`src/hw/rtl/bpo_pkg.sv`:
```
// Shared types for the box pair overlap ratio and merge block.
// No dependencies; compiled first.
package bpo_pkg;

    // How the final overlap ratio is formed at the output stage.
    typedef enum logic [1:0] {
        RSEL_DIV  = 2'd0,   // quotient from the divider chain
        RSEL_ZERO = 2'd1,   // reference area zero or negative
        RSEL_ONE  = 2'd2    // overlap covers the whole reference box
    } t_ratio_sel;

endpackage

```
`src/hw/rtl/bpo_req_if.sv`:
```
// Request channel: a reference box and an other box, valid/ready handshake.
// Depends on nothing; compiled after bpo_pkg.
interface bpo_req_if #(
    parameter int COORD_BITS = 16
);
    logic                         valid;
    logic                         ready;
    logic signed [COORD_BITS-1:0] ref_left;
    logic signed [COORD_BITS-1:0] ref_top;
    logic signed [COORD_BITS-1:0] ref_right;
    logic signed [COORD_BITS-1:0] ref_bottom;
    logic signed [COORD_BITS-1:0] oth_left;
    logic signed [COORD_BITS-1:0] oth_top;
    logic signed [COORD_BITS-1:0] oth_right;
    logic signed [COORD_BITS-1:0] oth_bottom;

    modport source (
        output valid, ref_left, ref_top, ref_right, ref_bottom,
               oth_left, oth_top, oth_right, oth_bottom,
        input  ready
    );
    modport sink (
        input  valid, ref_left, ref_top, ref_right, ref_bottom,
               oth_left, oth_top, oth_right, oth_bottom,
        output ready
    );
endinterface

```
`src/hw/rtl/bpo_rsp_if.sv`:
```
// Response channel: touch flag, overlap ratio and merged box.
// Depends on nothing; compiled after bpo_pkg.
interface bpo_rsp_if #(
    parameter int COORD_BITS      = 16,
    parameter int RATIO_FRAC_BITS = 16
);
    logic                         valid;
    logic                         ready;
    logic                         boxes_touch;
    logic [RATIO_FRAC_BITS:0]     overlap_ratio;
    logic signed [COORD_BITS-1:0] union_left;
    logic signed [COORD_BITS-1:0] union_top;
    logic signed [COORD_BITS-1:0] union_right;
    logic signed [COORD_BITS-1:0] union_bottom;

    modport source (
        output valid, boxes_touch, overlap_ratio,
               union_left, union_top, union_right, union_bottom,
        input  ready
    );
    modport sink (
        input  valid, boxes_touch, overlap_ratio,
               union_left, union_top, union_right, union_bottom,
        output ready
    );
endinterface

```
`src/hw/rtl/bpo_geom.sv`:
```
// Edge stage: touch test, merged box, clamped overlap extents, reference extents.
// Standalone; no package use.
module bpo_geom #(
    parameter int COORD_BITS = 16
) (
    input  logic                         i_clk,
    input  logic                         i_en,
    input  logic signed [COORD_BITS-1:0] i_rl,
    input  logic signed [COORD_BITS-1:0] i_rt,
    input  logic signed [COORD_BITS-1:0] i_rr,
    input  logic signed [COORD_BITS-1:0] i_rb,
    input  logic signed [COORD_BITS-1:0] i_ol,
    input  logic signed [COORD_BITS-1:0] i_ot,
    input  logic signed [COORD_BITS-1:0] i_or,
    input  logic signed [COORD_BITS-1:0] i_ob,
    output logic                         o_touch,
    output logic signed [COORD_BITS-1:0] o_ul,
    output logic signed [COORD_BITS-1:0] o_ut,
    output logic signed [COORD_BITS-1:0] o_ur,
    output logic signed [COORD_BITS-1:0] o_ub,
    output logic [COORD_BITS-1:0]        o_w,
    output logic [COORD_BITS-1:0]        o_h,
    output logic signed [COORD_BITS:0]   o_dx,
    output logic signed [COORD_BITS:0]   o_dy
);
    localparam int DW = COORD_BITS + 1;

    logic signed [COORD_BITS-1:0] w_min_r, w_max_l, w_min_b, w_max_t;
    logic signed [DW-1:0]         w_iw, w_ih;

    always_comb begin
        w_min_r = (i_rr < i_or) ? i_rr : i_or;
        w_max_l = (i_rl > i_ol) ? i_rl : i_ol;
        w_min_b = (i_rb < i_ob) ? i_rb : i_ob;
        w_max_t = (i_rt > i_ot) ? i_rt : i_ot;
        w_iw    = {w_min_r[COORD_BITS-1], w_min_r} - {w_max_l[COORD_BITS-1], w_max_l};
        w_ih    = {w_min_b[COORD_BITS-1], w_min_b} - {w_max_t[COORD_BITS-1], w_max_t};
    end

    always_ff @(posedge i_clk) begin
        if (i_en) begin
            o_touch <= (i_rr >= i_ol) && (i_rl <= i_or) && (i_rb >= i_ot) && (i_rt <= i_ob);
            o_ul    <= (i_rl < i_ol) ? i_rl : i_ol;
            o_ut    <= (i_rt < i_ot) ? i_rt : i_ot;
            o_ur    <= (i_rr > i_or) ? i_rr : i_or;
            o_ub    <= (i_rb > i_ob) ? i_rb : i_ob;
            // negative extent clamps to zero; positive fits COORD_BITS unsigned
            o_w     <= w_iw[DW-1] ? '0 : w_iw[COORD_BITS-1:0];
            o_h     <= w_ih[DW-1] ? '0 : w_ih[COORD_BITS-1:0];
            o_dx    <= {i_rr[COORD_BITS-1], i_rr} - {i_rl[COORD_BITS-1], i_rl};
            o_dy    <= {i_rb[COORD_BITS-1], i_rb} - {i_rt[COORD_BITS-1], i_rt};
        end
    end
endmodule

```
`src/hw/rtl/bpo_area.sv`:
```
// Area stages: two multipliers, then classification and divider setup.
// Uses bpo_pkg for the ratio select code.
module bpo_area #(
    parameter int COORD_BITS = 16
) (
    input  logic                          i_clk,
    input  logic                          i_en_mul,
    input  logic                          i_en_cls,
    input  logic [COORD_BITS-1:0]         i_w,
    input  logic [COORD_BITS-1:0]         i_h,
    input  logic signed [COORD_BITS:0]    i_dx,
    input  logic signed [COORD_BITS:0]    i_dy,
    output logic [2*COORD_BITS-1:0]       o_rem,
    output logic [2*COORD_BITS-1:0]       o_den,
    output bpo_pkg::t_ratio_sel           o_sel
);
    import bpo_pkg::*;

    localparam int AW = 2 * COORD_BITS;
    localparam int PW = 2 * (COORD_BITS + 1);

    logic [AW-1:0]        r_ov;
    logic signed [PW-1:0] r_ra;
    logic                 w_ra_nonpos;

    always_ff @(posedge i_clk) begin
        if (i_en_mul) begin
            r_ov <= i_w * i_h;
            r_ra <= i_dx * i_dy;
        end
    end

    // a positive reference area always fits AW bits unsigned
    assign w_ra_nonpos = r_ra[PW-1] || (r_ra == '0);

    always_ff @(posedge i_clk) begin
        if (i_en_cls) begin
            o_rem <= r_ov;
            o_den <= r_ra[AW-1:0];
            if (w_ra_nonpos) begin
                o_sel <= RSEL_ZERO;
            end else if (r_ov >= r_ra[AW-1:0]) begin
                o_sel <= RSEL_ONE;
            end else begin
                o_sel <= RSEL_DIV;
            end
        end
    end
endmodule

```
`src/hw/rtl/bpo_div_step.sv`:
```
// One restoring division step: one quotient bit per register stage.
// Standalone; no package use.
module bpo_div_step #(
    parameter int AREA_BITS = 32,
    parameter int QUO_BITS  = 16
) (
    input  logic                 i_clk,
    input  logic                 i_en,
    input  logic [AREA_BITS-1:0] i_rem,
    input  logic [AREA_BITS-1:0] i_den,
    input  logic [QUO_BITS-1:0]  i_quo,
    output logic [AREA_BITS-1:0] o_rem,
    output logic [AREA_BITS-1:0] o_den,
    output logic [QUO_BITS-1:0]  o_quo
);
    logic [AREA_BITS:0] w_sh, w_diff;
    logic               w_ge;

    always_comb begin
        w_sh   = {i_rem, 1'b0};
        w_ge   = w_sh >= {1'b0, i_den};
        w_diff = w_sh - {1'b0, i_den};
    end

    always_ff @(posedge i_clk) begin
        if (i_en) begin
            o_rem <= w_ge ? w_diff[AREA_BITS-1:0] : w_sh[AREA_BITS-1:0];
            o_den <= i_den;
            o_quo <= {i_quo[QUO_BITS-2:0], w_ge};
        end
    end
endmodule

```
`src/hw/rtl/box_pair_overlap_ratio_merge.sv`:
```
// Top level of the box pair overlap ratio and merge block.
// Depends on bpo_pkg, bpo_req_if, bpo_rsp_if, bpo_geom, bpo_area, bpo_div_step.

// Each request carries a reference box and an other box (left, top, right,
// bottom, signed). Each response gives the inclusive touch flag, the share of
// the reference box covered by the intersection as unsigned
// Q1.RATIO_FRAC_BITS (truncated, 2^RATIO_FRAC_BITS means one, zero when the
// reference area is zero or negative), and the merged box. One response per
// request, in order. The block is a pipeline of RATIO_FRAC_BITS + 4 register
// stages: edge logic, two multipliers, classification, one restoring
// division step per quotient bit, and the output register. A request is
// taken every cycle while the response side does not stall. Each stage
// holds its own valid bit and loads when it is empty or its successor
// moves, so bubbles close up and requests keep coming in while a finished
// response waits to be taken. No state survives a request; reset only
// clears the valid bits.
module box_pair_overlap_ratio_merge #(
    parameter int COORD_BITS      = 16,
    parameter int RATIO_FRAC_BITS = 16
) (
    input  logic       i_clk,
    input  logic       i_rst_n,
    bpo_req_if.sink    i_req,
    bpo_rsp_if.source  o_rsp
);
    import bpo_pkg::*;

    localparam int AW     = 2 * COORD_BITS;
    localparam int FW     = RATIO_FRAC_BITS;
    localparam int NS     = FW + 4;       // total register stages
    localparam int S_MUL  = 1;
    localparam int S_CLS  = 2;
    localparam int S_DIV0 = 3;
    localparam int S_OUT  = NS - 1;

    // per-stage valid and flow control
    logic [NS-1:0] r_v;
    logic [NS-1:0] w_rdy;
    logic [NS-1:0] w_prev_v;

    assign w_rdy[S_OUT]    = ~r_v[S_OUT] | o_rsp.ready;
    assign w_prev_v[0]     = i_req.valid;

    genvar k;
    generate
        for (k = 0; k < NS - 1; k++) begin : g_flow
            assign w_rdy[k]        = ~r_v[k] | w_rdy[k+1];
            assign w_prev_v[k+1]   = r_v[k];
        end
    endgenerate

    always_ff @(posedge i_clk) begin
        if (!i_rst_n) begin
            r_v <= '0;
        end else begin
            for (int s = 0; s < NS; s++) begin
                if (w_rdy[s]) begin
                    r_v[s] <= w_prev_v[s];
                end
            end
        end
    end

    assign i_req.ready = w_rdy[0];

    // stage 0: edges
    logic                         w_g_touch;
    logic signed [COORD_BITS-1:0] w_g_ul, w_g_ut, w_g_ur, w_g_ub;
    logic [COORD_BITS-1:0]        w_g_w, w_g_h;
    logic signed [COORD_BITS:0]   w_g_dx, w_g_dy;

    bpo_geom #(.COORD_BITS(COORD_BITS)) u_geom (
        .i_clk   (i_clk),
        .i_en    (w_rdy[0]),
        .i_rl    (i_req.ref_left),
        .i_rt    (i_req.ref_top),
        .i_rr    (i_req.ref_right),
        .i_rb    (i_req.ref_bottom),
        .i_ol    (i_req.oth_left),
        .i_ot    (i_req.oth_top),
        .i_or    (i_req.oth_right),
        .i_ob    (i_req.oth_bottom),
        .o_touch (w_g_touch),
        .o_ul    (w_g_ul),
        .o_ut    (w_g_ut),
        .o_ur    (w_g_ur),
        .o_ub    (w_g_ub),
        .o_w     (w_g_w),
        .o_h     (w_g_h),
        .o_dx    (w_g_dx),
        .o_dy    (w_g_dy)
    );

    // stages 1 and 2: areas and classification
    logic [AW-1:0] w_rem [0:FW];
    logic [AW-1:0] w_den [0:FW];
    logic [FW-1:0] w_quo [0:FW];
    t_ratio_sel    w_a_sel;

    bpo_area #(.COORD_BITS(COORD_BITS)) u_area (
        .i_clk    (i_clk),
        .i_en_mul (w_rdy[S_MUL]),
        .i_en_cls (w_rdy[S_CLS]),
        .i_w      (w_g_w),
        .i_h      (w_g_h),
        .i_dx     (w_g_dx),
        .i_dy     (w_g_dy),
        .o_rem    (w_rem[0]),
        .o_den    (w_den[0]),
        .o_sel    (w_a_sel)
    );

    assign w_quo[0] = '0;

    // divider chain, one quotient bit per stage
    generate
        for (k = 0; k < FW; k++) begin : g_div
            bpo_div_step #(.AREA_BITS(AW), .QUO_BITS(FW)) u_step (
                .i_clk (i_clk),
                .i_en  (w_rdy[S_DIV0+k]),
                .i_rem (w_rem[k]),
                .i_den (w_den[k]),
                .i_quo (w_quo[k]),
                .o_rem (w_rem[k+1]),
                .o_den (w_den[k+1]),
                .o_quo (w_quo[k+1])
            );
        end
    endgenerate

    // side data riding along with the arithmetic
    logic                         r_touch [S_MUL:S_OUT];
    logic signed [COORD_BITS-1:0] r_ul    [S_MUL:S_OUT];
    logic signed [COORD_BITS-1:0] r_ut    [S_MUL:S_OUT];
    logic signed [COORD_BITS-1:0] r_ur    [S_MUL:S_OUT];
    logic signed [COORD_BITS-1:0] r_ub    [S_MUL:S_OUT];
    t_ratio_sel                   r_sel   [S_DIV0:S_OUT-1];

    generate
        for (k = S_MUL; k <= S_OUT; k++) begin : g_side
            if (k == S_MUL) begin : g_first
                always_ff @(posedge i_clk) begin
                    if (w_rdy[k]) begin
                        r_touch[k] <= w_g_touch;
                        r_ul[k]    <= w_g_ul;
                        r_ut[k]    <= w_g_ut;
                        r_ur[k]    <= w_g_ur;
                        r_ub[k]    <= w_g_ub;
                    end
                end
            end else begin : g_next
                always_ff @(posedge i_clk) begin
                    if (w_rdy[k]) begin
                        r_touch[k] <= r_touch[k-1];
                        r_ul[k]    <= r_ul[k-1];
                        r_ut[k]    <= r_ut[k-1];
                        r_ur[k]    <= r_ur[k-1];
                        r_ub[k]    <= r_ub[k-1];
                    end
                end
            end
        end

        for (k = S_DIV0; k < S_OUT; k++) begin : g_sel
            if (k == S_DIV0) begin : g_first
                always_ff @(posedge i_clk) begin
                    if (w_rdy[k]) begin
                        r_sel[k] <= w_a_sel;
                    end
                end
            end else begin : g_next
                always_ff @(posedge i_clk) begin
                    if (w_rdy[k]) begin
                        r_sel[k] <= r_sel[k-1];
                    end
                end
            end
        end
    endgenerate

    // output stage: pick the ratio
    logic [FW:0] r_ratio;
    logic [FW:0] n_ratio;

    always_comb begin
        case (r_sel[S_OUT-1])
            RSEL_ZERO: n_ratio = '0;
            RSEL_ONE:  n_ratio = {1'b1, {FW{1'b0}}};
            RSEL_DIV:  n_ratio = {1'b0, w_quo[FW]};
            default:   n_ratio = '0;
        endcase
    end

    always_ff @(posedge i_clk) begin
        if (w_rdy[S_OUT]) begin
            r_ratio <= n_ratio;
        end
    end

    assign o_rsp.valid         = r_v[S_OUT];
    assign o_rsp.boxes_touch   = r_touch[S_OUT];
    assign o_rsp.overlap_ratio = r_ratio;
    assign o_rsp.union_left    = r_ul[S_OUT];
    assign o_rsp.union_top     = r_ut[S_OUT];
    assign o_rsp.union_right   = r_ur[S_OUT];
    assign o_rsp.union_bottom  = r_ub[S_OUT];
endmodule

```
`src/flat_wrapper.sv`:
```
// flat-port wrapper written by rule: the top's interface ports become plain ports
module box_pair_overlap_ratio_merge_flat import bpo_pkg::*;
#(
    parameter int COORD_BITS      = 16,
    parameter int RATIO_FRAC_BITS = 16
)
  (i_clk, i_rst_n, i_req_valid, i_req_ref_left, i_req_ref_top, i_req_ref_right, i_req_ref_bottom, i_req_oth_left, i_req_oth_top, i_req_oth_right, i_req_oth_bottom, i_req_ready, o_rsp_valid, o_rsp_boxes_touch, o_rsp_overlap_ratio, o_rsp_union_left, o_rsp_union_top, o_rsp_union_right, o_rsp_union_bottom, o_rsp_ready);
  bpo_req_if #(.COORD_BITS(COORD_BITS)) i_req_i ();
  bpo_rsp_if #(.COORD_BITS(COORD_BITS), .RATIO_FRAC_BITS(RATIO_FRAC_BITS)) o_rsp_i ();
  input  logic i_clk;
  input  logic i_rst_n;
  input wire logic [$bits(i_req_i.valid)-1:0] i_req_valid;
  input wire logic [$bits(i_req_i.ref_left)-1:0] i_req_ref_left;
  input wire logic [$bits(i_req_i.ref_top)-1:0] i_req_ref_top;
  input wire logic [$bits(i_req_i.ref_right)-1:0] i_req_ref_right;
  input wire logic [$bits(i_req_i.ref_bottom)-1:0] i_req_ref_bottom;
  input wire logic [$bits(i_req_i.oth_left)-1:0] i_req_oth_left;
  input wire logic [$bits(i_req_i.oth_top)-1:0] i_req_oth_top;
  input wire logic [$bits(i_req_i.oth_right)-1:0] i_req_oth_right;
  input wire logic [$bits(i_req_i.oth_bottom)-1:0] i_req_oth_bottom;
  output wire logic [$bits(i_req_i.ready)-1:0] i_req_ready;
  output wire logic [$bits(o_rsp_i.valid)-1:0] o_rsp_valid;
  output wire logic [$bits(o_rsp_i.boxes_touch)-1:0] o_rsp_boxes_touch;
  output wire logic [$bits(o_rsp_i.overlap_ratio)-1:0] o_rsp_overlap_ratio;
  output wire logic [$bits(o_rsp_i.union_left)-1:0] o_rsp_union_left;
  output wire logic [$bits(o_rsp_i.union_top)-1:0] o_rsp_union_top;
  output wire logic [$bits(o_rsp_i.union_right)-1:0] o_rsp_union_right;
  output wire logic [$bits(o_rsp_i.union_bottom)-1:0] o_rsp_union_bottom;
  input wire logic [$bits(o_rsp_i.ready)-1:0] o_rsp_ready;
  assign i_req_i.valid = i_req_valid;
  assign i_req_i.ref_left = i_req_ref_left;
  assign i_req_i.ref_top = i_req_ref_top;
  assign i_req_i.ref_right = i_req_ref_right;
  assign i_req_i.ref_bottom = i_req_ref_bottom;
  assign i_req_i.oth_left = i_req_oth_left;
  assign i_req_i.oth_top = i_req_oth_top;
  assign i_req_i.oth_right = i_req_oth_right;
  assign i_req_i.oth_bottom = i_req_oth_bottom;
  assign i_req_ready = i_req_i.ready;
  assign o_rsp_valid = o_rsp_i.valid;
  assign o_rsp_boxes_touch = o_rsp_i.boxes_touch;
  assign o_rsp_overlap_ratio = o_rsp_i.overlap_ratio;
  assign o_rsp_union_left = o_rsp_i.union_left;
  assign o_rsp_union_top = o_rsp_i.union_top;
  assign o_rsp_union_right = o_rsp_i.union_right;
  assign o_rsp_union_bottom = o_rsp_i.union_bottom;
  assign o_rsp_i.ready = o_rsp_ready;
  box_pair_overlap_ratio_merge #(.COORD_BITS(COORD_BITS), .RATIO_FRAC_BITS(RATIO_FRAC_BITS)) u_core (.i_clk(i_clk), .i_rst_n(i_rst_n), .i_req(i_req_i), .o_rsp(o_rsp_i));
endmodule
```
`config.mk`:
```
export PLATFORM = sky130hd
export DESIGN_NAME = box_pair_overlap_ratio_merge_flat
export DESIGN_NICKNAME = d
export VERILOG_FILES = /design/src/hw/rtl/bpo_pkg.sv /design/src/hw/rtl/bpo_req_if.sv /design/src/hw/rtl/bpo_rsp_if.sv /design/src/hw/rtl/bpo_geom.sv /design/src/hw/rtl/bpo_area.sv /design/src/hw/rtl/bpo_div_step.sv /design/src/hw/rtl/box_pair_overlap_ratio_merge.sv /design/src/flat_wrapper.sv
export SDC_FILE = /design/constraint.sdc
export NUM_CORES = 2
export LEC_CHECK = 0
export CAP_MARGIN = 30
export CORE_UTILIZATION = 43
export DETAILED_ROUTE_END_ITERATION = 10
export DONT_BUFFER_PORTS = 1
export PLACE_DENSITY_LB_ADDON = 0.12
export SYNTH_ARGS = -nofsm -noshare
export SYNTH_HDL_FRONTEND = slang
export SYNTH_HIERARCHICAL = 1
export SYNTH_SLANG_ARGS = --single-unit
```
`constraint.sdc`:
```
create_clock -name i_clk -period 18.5 [get_ports i_clk]
set_clock_uncertainty 0.05 [all_clocks]
set_input_delay 0.925 -clock i_clk [delete_from_list [all_inputs] [get_ports i_clk]]
set_output_delay 0.925 -clock i_clk [all_outputs]
set_load 0.02 [all_outputs]
```
# Word-level counts from Yosys, hierarchy flattened
# Memories as Yosys holds them, arrays and structs flattened.
# Index checks and enable logic that the tools add are counted.
totals:
  regBits: 1396
  mem_bits_rw: 1267
  input_bits: 132
  out_inout_bits: 84
  n_memories: 6
mem_list:
  columns: ["memory", "depth", "width", "read_ports", "rd_clocked_by_memory_dff", "write_ports", "line_no", "text"]
  rows:
  - ["u_core.r_ub", 19, 16, 19, 0, 19, "box_pair_overlap_ratio_merge.sv:136", "logic signed [COORD_BITS-1:0] r_ub [S_MUL:S_OUT];"]
  - ["u_core.r_ul", 19, 16, 19, 0, 19, "box_pair_overlap_ratio_merge.sv:133", "logic signed [COORD_BITS-1:0] r_ul [S_MUL:S_OUT];"]
  - ["u_core.r_ur", 19, 16, 19, 0, 19, "box_pair_overlap_ratio_merge.sv:135", "logic signed [COORD_BITS-1:0] r_ur [S_MUL:S_OUT];"]
  - ["u_core.r_ut", 19, 16, 19, 0, 19, "box_pair_overlap_ratio_merge.sv:134", "logic signed [COORD_BITS-1:0] r_ut [S_MUL:S_OUT];"]
  - ["u_core.r_sel", 16, 2, 16, 0, 16, "box_pair_overlap_ratio_merge.sv:137", "t_ratio_sel r_sel [S_DIV0:S_OUT-1];"]
  - ["u_core.r_touch", 19, 1, 19, 0, 19, "box_pair_overlap_ratio_merge.sv:132", "logic r_touch [S_MUL:S_OUT];"]
classes:
  addsub: 19
  n_mul: 2
  n_lt_le_gt_ge: 29
  n_eq_ne: 1
  n_mux: 63
  bitwise_logic: 40
  n_reduce_logical: 6
op_table:
  columns: ["operator", "n"]
  rows:
  - ["greater-or-equal comparator 33 x 32 -> 1 bit", 16]
  - ["two-way mux 32 bit", 15]
  - ["subtractor 32 bit", 15]
  - ["two-way mux 16 bit", 8]
  - ["subtractor 16 x 16 -> 17 bit", 4]
  - ["greater-than comparator 16 bit", 4]
  - ["< comparator 16 bit", 4]
  - ["two-way mux 1 bit", 38]
  - ["logical NOT 34 bit", 1]
  - ["multiplier 17 x 17 -> 34 bit", 1]
  - ["case mux 17 bit (2 select lines)", 1]
  - ["greater-or-equal comparator 16 bit", 2]
  - ["greater-or-equal comparator 32 bit", 1]
  - ["<= comparator 16 bit", 2]
  - ["multiplier 16 x 16 -> 32 bit", 1]
  - ["inverter 1 bit", 20]
  - ["OR 1 bit", 20]
  - ["logical AND 1 bit", 3]
  - ["equality test 2 bit (second input constant)", 1]
  - ["logical NOT 2 bit", 1]
  - ["two-way mux 2 bit", 1]
  - ["logical OR 1 bit", 1]

# Depth between registers and ports, before layout
depth:
  depth_word: 22
  ltp_mapped: 25

# Hierarchy
# The synthesis kept the hierarchy.
modules_own_cells:
  columns: ["mod", "instances", "cells_per_inst", "area_each_um2"]
  rows:
  - ["bpo_div_step at u_core.g_div[0].u_step ...", 13, 400, 4819.6]
  - ["box_pair_overlap_ratio_merge", 1, 1476, 40037.1]
  - ["bpo_area", 1, 2433, 24282.0]
  - ["bpo_div_step at u_core.g_div[7].u_step ...", 3, 425, 4853.4]
  - ["bpo_geom", 1, 1137, 11521.0]

# Worst setup path before layout
# No wires, ideal clock.
synth_path:
  path_type: "input-to-reg"
  start: "input o_rsp_ready"
  end: "register u_core.g_div[1].u_step.o_den[0], enable pin"
  arrival_ns: 5.684
  required_ns: 16.539
  slack_ns: 10.855
  stages: 4
  path_buffers: 1
  path_cell_list: "nand3b_1 > nor3_4 > buf_2 > nand4_1"
synth_via:
  elab_chain_cells: 16
synth_rtl:
  columns: ["item", "line_no", "text"]
  rows:
  - ["from (decl)", "flat_wrapper.sv:29", "input wire logic [$bits(o_rsp_i.ready)-1:0] o_rsp_ready;"]
  - ["OR 1 bit", "box_pair_overlap_ratio_merge.sv:41", "assign w_rdy[S_OUT] = ~r_v[S_OUT] | o_rsp.ready;"]
  - ["OR 1 bit (15 in a row)", "box_pair_overlap_ratio_merge.sv:47", "assign w_rdy[k] = ~r_v[k] | w_rdy[k+1];"]
  - ["via u_core.w_rdy[4]", "box_pair_overlap_ratio_merge.sv:38", "logic [NS-1:0] w_rdy;"]
  - ["to (signal assigned)", "bpo_div_step.sv:28", "o_den <= i_den;"]
  - ["to (decl)", "bpo_div_step.sv:13", "output logic [AREA_BITS-1:0] o_den,"]
# The timed path passes the listed nets, and every way through them passes these cells.
# A chain may end at the register's enable or synchronous reset.

# Worst setup path after layout
layout_path:
  start: "register u_core.u_geom.o_w[6]"
  end: "register u_core.u_area.r_ov[31] (data pin)"
layout_via:
  elab_chain_cells: 1
layout_rtl:
  columns: ["item", "line_no", "text"]
  rows:
  - ["from (decl)", "bpo_geom.sv:21", "output logic [COORD_BITS-1:0] o_w,"]
  - ["from (signal assigned)", "bpo_geom.sv:48", "o_w <= w_iw[DW-1] ? '0 : w_iw[COORD_BITS-1:0];"]
  - ["multiplier 16 x 16 -> 32 bit", "bpo_area.sv:28", "r_ov <= i_w * i_h;"]
  - ["to (signal assigned)", "bpo_area.sv:28", null]
  - ["to (decl)", "bpo_area.sv:22", "logic [AW-1:0] r_ov;"]
# Every way passes these cells.

==> results.md <==
- Setup repair after global routing left no endpoint under its margin.
- The setup check on the worst reg-to-reg path leaves a slack of 11.50 ns.
- The worst endpoint required time is 19.06 ns.
- The overflow left after global routing is 0.
- The total DRC errors in the routed layout is 0.
- The type of element capturing the critical path is a register.
- Once detail routing completed, the nets flagged for antenna violations numbered 0.
- The filler cell count in the final layout is 29,800.
- After detailed routing, the average wire length per cell comes to 23.2 um.
- The first detailed-routing pass took 6 iterations.
- In this run the critical register-to-register path is launched from u_core/u_geom/o_w[6].
- The die extent in x is 585 um.
- The clock passes through at most 4 buffers.
- The final number of max-transition violations is 0.
- The endpoint identified for the worst register-to-register timing path is u_core/u_area/r_ov[31].
- Across all layers, the routed design uses 84,700 vias.
- The clock sink count is 2,663.
- The via count of the first global-routing pass came to 87,200.
- Summing every instance area after synthesis gives 146,000 um^2.
- The final critical-path share of the clock period is 0.378.
- The end-of-flow core utilization is 0.473.
- The fraction of layout cells with a size suffix above 1 is 0.102.
- Compared with the post-synthesis result, the final layout area differs by 9.18%.
- The core region is 337,000 um^2.
- The maximum number of pins on one net before global-route repair is 132.
- TritonCTS created 297 clock buffers.
- The critical path goes through nand2_1 -> fa_1 -> inv_1 -> fa_1 -> inv_1 -> fa_1 -> inv_1 -> fa_1 -> fa_1 -> inv_1 -> fa_1 -> inv_1 -> ha_1 -> a21oi_1 -> o21ai_1 -> a221oi_2 -> o41a_1 -> a31oi_1 -> o41ai_4 -> o2111ai_1 -> a21oi_1 -> xnor2_1.
- At the pin with the least slew margin, the transition time is 0.983 ns.
- For this configuration, the core starts out at a cell density of 0.433.
- For the finished layout, the period the worst path requires is 7.00 ns.
- The number of nets handed over by synthesis was 12,700.
- In this run the worst setup path terminates at u_core/u_area/r_ov[31].
- The gate count after technology mapping is 11,200.
- The clock network latency to the later pin of the worst-skew pair is 0.90 ns.
- The detailed router's first-iteration violation count is 5,042.
- The maximum clock rate is 0.143 GHz.
- Post-CTS repair changed the size of 0 cells.
- The first global-routing pass estimated 550 mm of wire.
- The last weighted congestion value of the routability-driven placer is 0.937.
- Headroom to the max-slew limit came out at 0.339.
- The number of cells on the worst reg-to-reg path is 22.
- The synthesis warning total is 6.
- The per-instance average area after synthesis is 13.1 um^2.
- The die is 585 um tall.
- The number of violations of the max-capacitance limit is 0.
- The kind of cell with the highest combined delay along the critical path is adder cells.
- After clock tree synthesis, the setup repair step added 0 buffers.
- The final hold violation count came to 0.
- Adding up every negative setup slack in the final design gives 0 ns.
- The highest fanout seen on the critical path is 16.
- The path class of the lowest-slack min-delay path is input pin to register.
- The final hold slack is 0.110 ns.
- The final worst setup slack is 11.50 ns.
- The quantity of I/O buffers inserted on ports is 0.
- The number of buffers and inverters on the critical path is 5.
- The I/O pin count is 216.
- The cell repeated most along the worst path is sky130_fd_sc_hd__fa_1.
- The flow ran to the end, and the final reports show no timing, DRC or antenna violations.
- The number of cells on the critical path is 22.
- Setup violations remaining at the end of the flow were counted as 0.
- The critical path launch point is u_core/u_geom/o_w[6].
- The worst stage delay on the critical path is 0.83 ns.
- The initial antenna violation count was 18.
- Summed over all layers, the routed wires come to 368 mm.
- The worst setup path is launched from a register.
- TritonCTS built the clock tree.
- The H-tree depth reported by CTS is 5.
- STA puts the critical path data arrival time at 7.55 ns.
- The die covers 342,000 um^2.
- The net count of the finished layout is 12,700.
- Once detailed placement completed, the half-perimeter wirelength came to 284 mm.
- Timing analysis after detailed placement gives a worst setup slack of 11.49 ns.
- Dividing the detail-routed via count by the number of cells gives 5.33.
- The root cell of the clock tree is sky130_fd_sc_hd__clkbuf_16.
- The number of core rows is 213.
- After clock tree synthesis, the clock-pin slew on the worst setup and hold paths is 0.06 ns.
- The setup path with the least slack is of type register to register.
- The worst-path cell with the longest stage delay is sky130_fd_sc_hd__edfxtp_1.
- The overall routing resource usage is 0.213.
==> registers in the layout (all words and copies together), names as in the netlist, 20 cells and up <==
signal,flops
u_core/r_ur,304
u_core/g_div.u_step/o_den,480
u_core/g_div.u_step/o_rem,480
u_core/g_div.u_step/o_quo,136
u_core/r_sel,32
u_core/r_ul,304
u_core/u_area/o_rem,32
u_core/u_area/o_den,32
u_core/u_area/r_ra,34
u_core/r_ub,304
u_core/r_v,20
u_core/r_ut,304
u_core/u_area/r_ov,32
==> metrics by stage <==
stage                     cell area [um^2]  cells
final                               160000  15900
after global routing                160000  15900
after CTS                           159000  15900
after detailed placement            150000  15400
after global placement              150000  15400
after floorplan                     146000  11200
==> how the worst min path moves through the flow <==
stage,start,end,slack [ns],depth (start not counted)
floorplan,u_core/g_div[9].u_step/o_quo[9],u_core/g_div[10].u_step/o_quo[10],0.35,0
global placement,u_core/r_ur[6][17],u_core/r_ur[7][1],0.35,0
detailed placement,u_core/g_div[10].u_step/o_quo[3],u_core/g_div[11].u_step/o_quo[4],0.35,0
CTS,i_rst_n,u_core/r_v[4],0.002,2
global route,i_rst_n,u_core/r_v[4],0.04,2
finish,i_rst_n,u_core/r_v[4],0.11,2
==> routing by layer <==
| metal | GRT usage | wire length (um) |
|---|---|---|
| met4 | 0.0842 | 15700 |
| met2 | 0.367 | 180000 |
| met3 | 0.0296 | 14500 |
| met1 | 0.271 | 158000 |
| met5 | 0 | 42 |
==> area by class of cell <==
| cell class | instances | area, um^2 | area share |
|---|---|---|---|
| Antenna cell | 10 | 25.0 | 0.000157 |
| Sequential cell | 2663 | 79800 | 0.500 |
| Clock buffer | 349 | 7730 | 0.0485 |
| Inverter | 1321 | 5090 | 0.0319 |
| Clock inverter | 174 | 1660 | 0.0104 |
| Multi-Input combinational cell | 6801 | 59000 | 0.370 |
| Tap cell | 4515 | 5650 | 0.0354 |
| Timing Repair Buffer | 67 | 576 | 0.00361 |
==> placed cells by master, fill, tap and decap left out, drive strengths merged, types with 124 or more instances in the layout <==
master  count
fa        509
xnor2     286
ha        925
a21oi     499
nor2      402
o21ai     416
edfxtp   2643
o21a      156
nand4     217
inv      1333
and2      352
nand2     614
clkinv    124
nand3     130
mux2      456
xor2      184
a21o      279
clkbuf    349
==> timing repair <==
action | CTS | global route
hold endpoints to repair | 13 | 0
endpoints found under the setup margin | 0 | 0
hold buffers | 3 | 0
==> worst reg2reg max path: stages, from the launching register on <==
cell	delay (ns)
sky130_fd_sc_hd__edfxtp_1	0.83
sky130_fd_sc_hd__nand2_1	0.17
sky130_fd_sc_hd__fa_1	0.55
sky130_fd_sc_hd__inv_1	0.06
sky130_fd_sc_hd__fa_1	0.50
sky130_fd_sc_hd__inv_1	0.05
sky130_fd_sc_hd__fa_1	0.49
sky130_fd_sc_hd__inv_1	0.06
sky130_fd_sc_hd__fa_1	0.51
sky130_fd_sc_hd__fa_1	0.61
sky130_fd_sc_hd__inv_1	0.08
sky130_fd_sc_hd__fa_1	0.55
sky130_fd_sc_hd__inv_1	0.05
sky130_fd_sc_hd__ha_1	0.40
sky130_fd_sc_hd__a21oi_1	0.17
sky130_fd_sc_hd__o21ai_1	0.09
sky130_fd_sc_hd__a221oi_2	0.28
sky130_fd_sc_hd__o41a_1	0.21
sky130_fd_sc_hd__a31oi_1	0.18
sky130_fd_sc_hd__o41ai_4	0.37
sky130_fd_sc_hd__o2111ai_1	0.18
sky130_fd_sc_hd__a21oi_1	0.20
sky130_fd_sc_hd__xnor2_1	0.09
Power is not shown: default switching activity piles up to over one toggle a cycle in this logic, so the estimate is an artifact.
